$ cat config.mk
export PLATFORM = sky130hd
export DESIGN_NAME = lfu_cache_table_unit
export DESIGN_NICKNAME = d
export VERILOG_FILES = /design/src/rtl/core/lfu_pkg.sv /design/src/rtl/core/lfu_slot_ram.sv /design/src/rtl/core/lfu_cache_table_unit.sv
export VERILOG_INCLUDE_DIRS = /design/src /design/src/rtl/core
export SDC_FILE = /design/constraint.sdc
export NUM_CORES = 2
export LEC_CHECK = 0
export BUFFER_PORTS_ARGS = -buffer_cell sky130_fd_sc_hd__buf_2
export CELL_PAD_IN_SITES_DETAIL_PLACEMENT = 1
export CELL_PAD_IN_SITES_GLOBAL_PLACEMENT = 1
export CORE_MARGIN = 8
export CORE_UTILIZATION = 40
export DETAILED_ROUTE_END_ITERATION = 8
export GPL_TIMING_DRIVEN = 1
export PLACE_DENSITY_LB_ADDON = 0.1
export SYNTH_ARGS = -nofsm -noshare
export SYNTH_HDL_FRONTEND = slang
export SYNTH_HIERARCHICAL = 1
export SYNTH_SLANG_ARGS = --single-unit
$ cat constraint.sdc
create_clock -name i_clk -period 40.5 [get_ports i_clk]
set_input_delay 8.1 -clock i_clk [delete_from_list [all_inputs] [get_ports i_clk]]
set_output_delay 8.1 -clock i_clk [all_outputs]
set_load 0.01 [all_outputs]
$ cat src/rtl/core/assert_macros.svh
// assertion helpers, compiled out when ASSERT_OFF is set
`ifndef ASSERT_MACROS_SVH
`define ASSERT_MACROS_SVH

`ifndef ASSERT_OFF

`define ASSERT_IMPLIES(label, clk, rst_n, ante, cons) \
    label: assert property (@(posedge clk) disable iff (!(rst_n)) (ante) |-> (cons)) \
        else $error("assertion failed: implication");

`define ASSERT_NEXT(label, clk, rst_n, ante, cons) \
    label: assert property (@(posedge clk) disable iff (!(rst_n)) (ante) |=> (cons)) \
        else $error("assertion failed: next cycle");

`else

`define ASSERT_IMPLIES(label, clk, rst_n, ante, cons)

`define ASSERT_NEXT(label, clk, rst_n, ante, cons)

`endif

`endif

$ cat src/rtl/core/lfu_pkg.sv
package lfu_pkg;

    localparam int KEY_W       = 32;
    localparam int DATA_W      = 32;
    localparam int CNT_W       = 32;
    localparam int STAMP_W     = 32;
    localparam int CFG_W       = 5;
    localparam int ENTRIES_DEF = 16;

    localparam logic [CFG_W-1:0]   CAP_RESET  = 5'd16;
    localparam logic               OP_GET     = 1'b0;
    localparam logic               OP_PUT     = 1'b1;
    localparam logic [CNT_W-1:0]   CNT_SAT    = {CNT_W{1'b1}};
    localparam logic [STAMP_W-1:0] STAMP_SAT  = {STAMP_W{1'b1}};
    localparam logic [DATA_W-1:0]  MISS_VALUE = {DATA_W{1'b1}};
    localparam logic [CNT_W-1:0]   CNT_FIRST  = 32'd1;

    typedef struct packed {
        logic [KEY_W-1:0]   key;
        logic [DATA_W-1:0]  data;
        logic [CNT_W-1:0]   count;
        logic [STAMP_W-1:0] stamp;
    } t_slot;

    function automatic logic [CNT_W-1:0] sat_inc(input logic [CNT_W-1:0] v);
        sat_inc = (v == CNT_SAT) ? v : v + CNT_W'(1);
    endfunction

endpackage

$ cat src/rtl/core/lfu_slot_ram.sv
module lfu_slot_ram #(
    parameter int ENTRIES = lfu_pkg::ENTRIES_DEF,
    parameter int IW      = (ENTRIES > 1) ? $clog2(ENTRIES) : 1
) (
    input  logic                 i_clk,
    input  logic                 i_we,
    input  logic [IW-1:0]        i_waddr,
    input  lfu_pkg::t_slot       i_wdata,
    input  logic [IW-1:0]        i_raddr,
    output lfu_pkg::t_slot       o_rdata
);

    lfu_pkg::t_slot r_mem [ENTRIES];
    lfu_pkg::t_slot r_rdata;

    always_ff @(posedge i_clk) begin
        if (i_we) begin
            r_mem[i_waddr] <= i_wdata;
        end
        r_rdata <= r_mem[i_raddr];
    end

    assign o_rdata = r_rdata;

endmodule

$ cat src/rtl/core/lfu_cache_table_unit.sv
// lfu cache table: key-value cache, least-frequently-used replacement with
// least-recently-touched tie break.
// input channel (i_in_valid / o_in_ready) carries one item: i_op (get/put),
// i_lookup_key and i_store_value. output channel (o_out_valid / i_out_ready)
// returns one item per input item: o_hit and o_read_value (-1 on miss/put).
// i_cfg_we writes i_cfg_wdata into the capacity register at once; write it
// only while the block is idle. capacity is clamped to ENTRIES.
// an item is handled in order: one read of the slot memory per cycle sweeps
// all entries for a key match, the victim and the first free slot, then the
// write-back updates at most a single slot. o_in_ready is high only while
// idle, so the next item is taken only once the current one is finished,
// as the sweep holds the single read port of the slot memory.
// a finished result sits in an output register; if the receiver stalls, the
// next item is still accepted and swept, and the write-back waits for the
// output register to free up.
// synchronous reset (i_rst_n low) clears all valid marks, the op clock and
// the handshake state, and sets the capacity to 16.
`include "assert_macros.svh"

module lfu_cache_table_unit #(
    parameter int ENTRIES = lfu_pkg::ENTRIES_DEF
) (
    input  logic                        i_clk,
    input  logic                        i_rst_n,
    input  logic                        i_cfg_we,
    input  logic [lfu_pkg::CFG_W-1:0]   i_cfg_wdata,
    input  logic                        i_in_valid,
    output logic                        o_in_ready,
    input  logic                        i_op,
    input  logic signed [31:0]          i_lookup_key,
    input  logic signed [31:0]          i_store_value,
    output logic                        o_out_valid,
    input  logic                        i_out_ready,
    output logic                        o_hit,
    output logic signed [31:0]          o_read_value
);

    localparam int IW = (ENTRIES > 1) ? $clog2(ENTRIES) : 1;
    localparam int CW = $clog2(ENTRIES + 1);
    localparam int XW = (CW > lfu_pkg::CFG_W) ? CW : lfu_pkg::CFG_W;

    localparam logic [1:0] ST_IDLE   = 2'd0;
    localparam logic [1:0] ST_SCAN   = 2'd1;
    localparam logic [1:0] ST_LAST   = 2'd2;
    localparam logic [1:0] ST_FINISH = 2'd3;

    logic [1:0]                    r_state;
    logic [lfu_pkg::CFG_W-1:0]     r_cap;
    logic [ENTRIES-1:0]            r_valid;
    logic [ENTRIES-1:0]            n_valid;
    logic [lfu_pkg::STAMP_W-1:0]   r_op_clock;

    logic                          r_op;
    logic [lfu_pkg::KEY_W-1:0]     r_key;
    logic [lfu_pkg::DATA_W-1:0]    r_val;

    logic [IW-1:0]                 r_scan;
    logic                          r_cmp_vld;
    logic [IW-1:0]                 r_cmp_idx;

    logic                          r_found;
    logic [IW-1:0]                 r_found_idx;
    logic [lfu_pkg::DATA_W-1:0]    r_found_data;
    logic [lfu_pkg::CNT_W-1:0]     r_found_cnt;
    logic                          r_vic_ok;
    logic [IW-1:0]                 r_vic_idx;
    logic [lfu_pkg::CNT_W-1:0]     r_vic_cnt;
    logic [lfu_pkg::STAMP_W-1:0]   r_vic_stamp;
    logic                          r_free_ok;
    logic [IW-1:0]                 r_free_idx;
    logic [CW-1:0]                 r_used;

    logic                          r_out_vld;
    logic                          r_out_hit;
    logic [lfu_pkg::DATA_W-1:0]    r_out_val;

    lfu_pkg::t_slot                w_rd;
    lfu_pkg::t_slot                w_wdata;
    logic                          w_accept;
    logic                          w_done;
    logic                          w_cur_vld;
    logic [XW-1:0]                 w_cap_x;
    logic [CW-1:0]                 w_cap;
    logic                          w_evict;
    logic [CW-1:0]                 w_used_eff;
    logic [IW-1:0]                 w_ins_idx;
    logic                          w_insert;
    logic                          w_we;
    logic [IW-1:0]                 w_waddr;

    assign o_in_ready = (r_state == ST_IDLE);
    assign w_accept   = i_in_valid && o_in_ready;
    assign w_done     = (r_state == ST_FINISH) && (!r_out_vld || i_out_ready);
    assign w_cur_vld  = r_valid[r_cmp_idx];

    assign w_cap_x = XW'(r_cap);
    assign w_cap   = (w_cap_x > XW'(ENTRIES)) ? CW'(ENTRIES) : CW'(w_cap_x);

    // eviction only on a new key with the table exactly full
    assign w_evict    = (r_op == lfu_pkg::OP_PUT) && !r_found && (r_used == w_cap) && r_vic_ok;
    assign w_used_eff = w_evict ? r_used - CW'(1) : r_used;
    assign w_ins_idx  = (w_evict && (!r_free_ok || r_vic_idx < r_free_idx)) ? r_vic_idx
                                                                             : r_free_idx;
    assign w_insert   = (r_op == lfu_pkg::OP_PUT) && !r_found && (w_used_eff < w_cap)
                        && (r_free_ok || w_evict);
    assign w_we       = w_done && (r_found || w_insert);
    assign w_waddr    = r_found ? r_found_idx : w_ins_idx;

    always_comb begin
        w_wdata.key = r_key;
        w_wdata.stamp = r_op_clock;
        if (r_found) begin
            w_wdata.data  = (r_op == lfu_pkg::OP_PUT) ? r_val : r_found_data;
            w_wdata.count = lfu_pkg::sat_inc(r_found_cnt);
        end else begin
            w_wdata.data  = r_val;
            w_wdata.count = lfu_pkg::CNT_FIRST;
        end
    end

    always_comb begin
        n_valid = r_valid;
        if (w_done) begin
            if (w_evict) begin
                n_valid[r_vic_idx] = 1'b0;
            end
            if (w_insert) begin
                n_valid[w_ins_idx] = 1'b1;
            end
        end
    end

    lfu_slot_ram #(
        .ENTRIES (ENTRIES),
        .IW      (IW)
    ) u_ram (
        .i_clk   (i_clk),
        .i_we    (w_we),
        .i_waddr (w_waddr),
        .i_wdata (w_wdata),
        .i_raddr (r_scan),
        .o_rdata (w_rd)
    );

    // control
    always_ff @(posedge i_clk) begin
        if (!i_rst_n) begin
            r_state    <= ST_IDLE;
            r_cap      <= lfu_pkg::CAP_RESET;
            r_valid    <= '0;
            r_op_clock <= '0;
            r_cmp_vld  <= 1'b0;
            r_out_vld  <= 1'b0;
            r_scan     <= '0;
        end else begin
            if (i_cfg_we) begin
                r_cap <= i_cfg_wdata;
            end
            r_cmp_vld <= (r_state == ST_SCAN);
            r_valid   <= n_valid;
            case (r_state)
                ST_IDLE: begin
                    if (w_accept) begin
                        r_state <= ST_SCAN;
                        r_scan  <= '0;
                    end
                end
                ST_SCAN: begin
                    r_scan <= r_scan + IW'(1);
                    if (r_scan == IW'(ENTRIES - 1)) begin
                        r_state <= ST_LAST;
                    end
                end
                ST_LAST: begin
                    r_state <= ST_FINISH;
                end
                ST_FINISH: begin
                    if (w_done) begin
                        r_state <= ST_IDLE;
                    end
                end
                default: begin
                    r_state <= ST_IDLE;
                end
            endcase
            if (w_done) begin
                r_out_vld <= 1'b1;
                if (w_we && r_op_clock != lfu_pkg::STAMP_SAT) begin
                    r_op_clock <= r_op_clock + lfu_pkg::STAMP_W'(1);
                end
            end else if (i_out_ready) begin
                r_out_vld <= 1'b0;
            end
        end
    end

    // sweep accumulators, item payload and output result
    always_ff @(posedge i_clk) begin
        r_cmp_idx <= r_scan;
        if (w_accept) begin
            r_op      <= i_op;
            r_key     <= i_lookup_key;
            r_val     <= i_store_value;
            r_found   <= 1'b0;
            r_vic_ok  <= 1'b0;
            r_free_ok <= 1'b0;
            r_used    <= '0;
        end else if (r_cmp_vld) begin
            if (w_cur_vld) begin
                r_used <= r_used + CW'(1);
                if (!r_found && w_rd.key == r_key) begin
                    r_found      <= 1'b1;
                    r_found_idx  <= r_cmp_idx;
                    r_found_data <= w_rd.data;
                    r_found_cnt  <= w_rd.count;
                end
                // strict compare keeps the lower index on equal pairs
                if (!r_vic_ok || w_rd.count < r_vic_cnt
                    || (w_rd.count == r_vic_cnt && w_rd.stamp < r_vic_stamp)) begin
                    r_vic_ok    <= 1'b1;
                    r_vic_idx   <= r_cmp_idx;
                    r_vic_cnt   <= w_rd.count;
                    r_vic_stamp <= w_rd.stamp;
                end
            end else if (!r_free_ok) begin
                r_free_ok  <= 1'b1;
                r_free_idx <= r_cmp_idx;
            end
        end
        if (w_done) begin
            r_out_hit <= r_found;
            r_out_val <= (r_op == lfu_pkg::OP_GET && r_found) ? r_found_data
                                                               : lfu_pkg::MISS_VALUE;
        end
    end

    assign o_out_valid  = r_out_vld;
    assign o_hit        = r_out_hit;
    assign o_read_value = r_out_val;

    `ASSERT_NEXT(a_accept_starts_scan, i_clk, i_rst_n, w_accept, r_state == ST_SCAN)
    `ASSERT_IMPLIES(a_idle_no_compare, i_clk, i_rst_n, r_state == ST_IDLE, !r_cmp_vld)
    `ASSERT_IMPLIES(a_used_matches_valid, i_clk, i_rst_n, r_state == ST_FINISH, r_used == CW'($countones(r_valid)))
    `ASSERT_IMPLIES(a_single_writer, i_clk, i_rst_n, w_we, w_done && (r_found || w_insert))

endmodule
==> results.json <==
{
  "drv_cap": 0,
  "criticalPathCategory": "primary input to flop",
  "slew_viol_final": 0,
  "p_leak_nw": 35.96,
  "clkPwrFrac_pct": 40.4,
  "clk_pin_slew_ns": 0.06,
  "synth_edf_count": 2286,
  "slowest_delay_ns": 0.98,
  "period_share_pct": 31.27,
  "syn2layout_area_growth_pct": 14.21,
  "clk_latency_ns": 0.92,
  "totalWireLength_mm": 244.0,
  "required_ns": 41.01,
  "clock-sinks": 2487,
  "tns_ns": 0,
  "slowest_stage": "nor2_4",
  "grt_pass1_vias": 49310,
  "critPathMaxFanout": 60,
  "cts.path.max_buffers": 4,
  "fmax_mhz": 78.95,
  "cts_tree": "yes",
  "hp-class": "flop to flop",
  "hpwl_mm": 132.6,
  "drt_drc_violations_left": 0,
  "drtIter0Drc": 3793,
  "synth_top_area_share_pct": 72.89,
  "syn_area_per_cell_um2": 20.21,
  "fp.coreArea_mm2": 0.2347,
  "initial_core_util_pct": 40.12,
  "yosysWarnings": 6,
  "path_delay_family": "buffers and inverters",
  "viasPerCell": 5.530,
  "nets": 5096,
  "crit_path_start_kind": "primary input",
  "wl_met1_mm": 111.8,
  "vias": 45940,
  "antenna_found_initial": 11,
  "comb_power_share_pct": 9.9,
  "fin_skew_ns": 0.07664,
  "die_w_um": 501.2,
  "ys.flop_type": "edfxtp_1",
  "finalSetupViolCount": 0,
  "placed_cells": 7802,
  "top_layer_used": "met4",
  "ys_ff_latch": 2487,
  "crit_top_cell": "buf_4",
  "chipHeight_um": 501.2,
  "power_frac_seq_pct": 49.8,
  "final_cells": 8307,
  "port_buffers": 109,
  "grt_max_degree": 104,
  "drt-pass1-iter-count": 5,
  "htreeDepth": 5,
  "syn-num-nets": 4814,
  "holdBufCountCts": 0,
  "ys_types": 66,
  "slew-limit-headroom_pct": 10.35,
  "cts_buffers": 288,
  "synthTopCellsByArea": "edfxtp_1 (73%), mux4_2 (12%), dfxtp_1 (4.3%)",
  "die_area_mm2": 0.2512,
  "synth_area_leader_cell": "edfxtp_1",
  "grt_first_pass_wirelength_mm": 354.2,
  "place.gp.congestion": 0.7328,
  "num_rows": 178,
  "layout-drive-gt1-share_pct": 23.12,
  "wire_per_inst_um": 29.37,
  "power.internal_w": 0.004648,
  "min_period_ns": 12.67,
  "postCtsSetupRepairBufs": 0,
  "grt_usage_pct": 19.18,
  "ir_drop_mv": 0.04189,
  "hold_viol": 0,
  "seq_area_frac_synth_pct": 77.16,
  "status": "complete, no violations",
  "cp-end-kind": "flop",
  "async_flop_share_pct": 0,
  "p_sw_share_pct": 23.33,
  "syn-cell-area_mm2": 0.09418,
  "wl_met3_mm": 9.814,
  "rsz0062_at_grt": "no",
  "path_buf_inv": 6,
  "post_cts_resized": 0,
  "power_density_mw_per_mm2": 56.36,
  "root_buffer": "clkbuf_16",
  "grt-ovfl-total": 0,
  "tightest_slew_ns": 1.331,
  "final_antenna_net_count": 0,
  "p_sw_w": 0.001414,
  "crit_chain": "buf_2 > nand2b_1 > nand2_1 > inv_2 > a2bb2oi_4 > buf_4 > inv_1 > nand3b_1 > nor2_4 > buf_4 > buf_4",
  "pin_count": 110,
  "arrival_ns": 13.17,
  "synth_cells": 4660,
  "met2_length_mm": 117.5
}
## power by group through the flow
| stage | registers (W) | clock network, W | logic (W) |
|---|---|---|---|
| 2_1_floorplan | 0.00302 | 0 | 0.000441 |
| 6_report | 0.00302 | 0.00245 | 0.000598 |
| 3_3_place_gp | 0.00307 | 0 | 0.000613 |
| 3_5_place_dp | 0.00307 | 0 | 0.000617 |
| 5_1_grt | 0.00303 | 0.00260 | 0.000655 |
| 4_1_cts | 0.00302 | 0.00252 | 0.000619 |
## final timing paths
| check | startpoint | slack (ns) | depth (start not counted) | end |
|---|---|---|---|---|
| max | i_out_ready | 27.83 | 11 | u_ram/r_mem[7][88]$_DFFE_PP_ |
| min | u_ram/o_rdata[86]$_DFF_P_ | 0.40 | 0 | r_found_data[22]$_DFFE_PP_ |
| max reg2reg | r_op$_DFFE_PP_ | 32.95 | 17 | u_ram/r_mem[7][88]$_DFFE_PP_ |
| min reg2reg | u_ram/o_rdata[86]$_DFF_P_ | 0.40 | 0 | r_found_data[22]$_DFFE_PP_ |
## registers in the layout, indices dropped and copies added, names as in the netlist, 2 cells and up
| register | count |
|---|---|
| r_vic_cnt | 32 |
| r_cap | 5 |
| o_read_value | 32 |
| r_vic_idx | 4 |
| r_val | 32 |
| u_ram/o_rdata | 128 |
| r_key | 32 |
| r_op_clock | 32 |
| r_valid | 16 |
| r_cmp_idx | 4 |
| r_state | 2 |
| r_found_data | 32 |
| r_vic_stamp | 32 |
| r_found_cnt | 32 |
| r_found_idx | 4 |
| r_free_idx | 4 |
| r_scan | 4 |
| r_used | 5 |
| u_ram/r_mem | 2048 |
## synthesized netlist by cell type, types with 14 or more instances
library cell / count
nor2_1: 64
nand3_1: 45
and2_1: 34
mux4_2: 481
mux2_2: 64
dfxtp_1: 201
xnor2_1: 28
o22ai_1: 14
nor2b_1: 42
buf_2: 92
a22oi_1: 217
a21oi_1: 51
nand4_1: 33
clkbuf_1: 101
inv_1: 87
nand2b_1: 64
nand2_1: 283
xor2_1: 43
nor4_1: 25
nor3_1: 28
o221ai_1: 24
or3_1: 21
o21ai_0: 55
ha_1: 79
edfxtp_1: 2286
mux2i_1: 49
## through the flow
step	power (W)	hold WS, ns	area (um^2)	setup slack, ns	utilization, %
after floorplan	0.003463	0.3752	94180	20.85	-
after global placement	0.003682	0.3884	98720	26.87	42.05
after detailed placement	0.003690	0.3910	98720	26.83	42.05
after CTS	0.006154	0.4002	107500	27.74	45.81
after global routing	0.006284	0.4075	107600	27.52	45.82
final	0.006062	0.4032	107600	27.83	45.82
## final cells by class
type / instances / area, um^2
Fill cell: 21650 / 127200
Sequential cell: 2487 / 72690
Multi-Input combinational cell: 1862 / 20330
Clock buffer: 397 / 7966
Tap cell: 3150 / 3941
Timing Repair Buffer: 215 / 1429
Clock inverter: 102 / 858.3
Inverter: 88 / 332.8
Antenna cell: 6 / 15.01
## metal layers
layer,track usage [%],vias to the layer above
met5,0,-
met4,4.253,0
met3,2.898,319
met2,31.57,957
met1,27.29,25070
li1,-,19590
## cell usage in the layout (no fill, tap or decap), drive strengths merged, types with 5 or more instances in the layout
| cell | n |
|---|---|
| o21a | 5 |
| ha | 79 |
| clkinv | 83 |
| clkbuf | 397 |
| o221ai | 24 |
| xnor2 | 28 |
| a22oi | 217 |
| bufinv | 14 |
| nand3 | 45 |
| a211oi | 6 |
| nor2b | 42 |
| and3 | 12 |
| o22ai | 14 |
| nor4b | 7 |
| a21oi | 51 |
| nor2 | 64 |
| buf | 215 |
| mux4 | 481 |
| nor3 | 28 |
| nand2b | 64 |
| inv | 91 |
| xor2 | 43 |
| and4 | 6 |
| edfxtp | 2286 |
| nor4 | 25 |
| a21o | 8 |
| o21ai | 55 |
| o22a | 6 |
| a221oi | 12 |
| or3 | 21 |
| nand2 | 283 |
| o31ai | 7 |
| diode | 6 |
| mux2i | 49 |
| mux2 | 64 |
| or4 | 9 |
| and2 | 34 |
| nand4 | 33 |
| dfxtp | 201 |
## logic make-up (layout without fill, tap and decap cells)
| logic type | after synthesis | count (layout) | share of synthesized area (%) |
|---|---|---|---|
| AO/OA/AOI/OAI | 432 | 432 | 3.242 |
| buffers and inverters | 311 | 802 | 1.473 |
| multiplexers | 594 | 594 | 12.79 |
| XOR/XNOR | 71 | 71 | 0.6603 |
| flip-flops | 2487 | 2487 | 77.16 |
| adder cells (fa/ha/maj) | 79 | 79 | 1.050 |
| other | 0 | 6 | 0 |
| AND/OR/NAND/NOR | 686 | 686 | 3.623 |
Power figures use the tool's default switching activity.
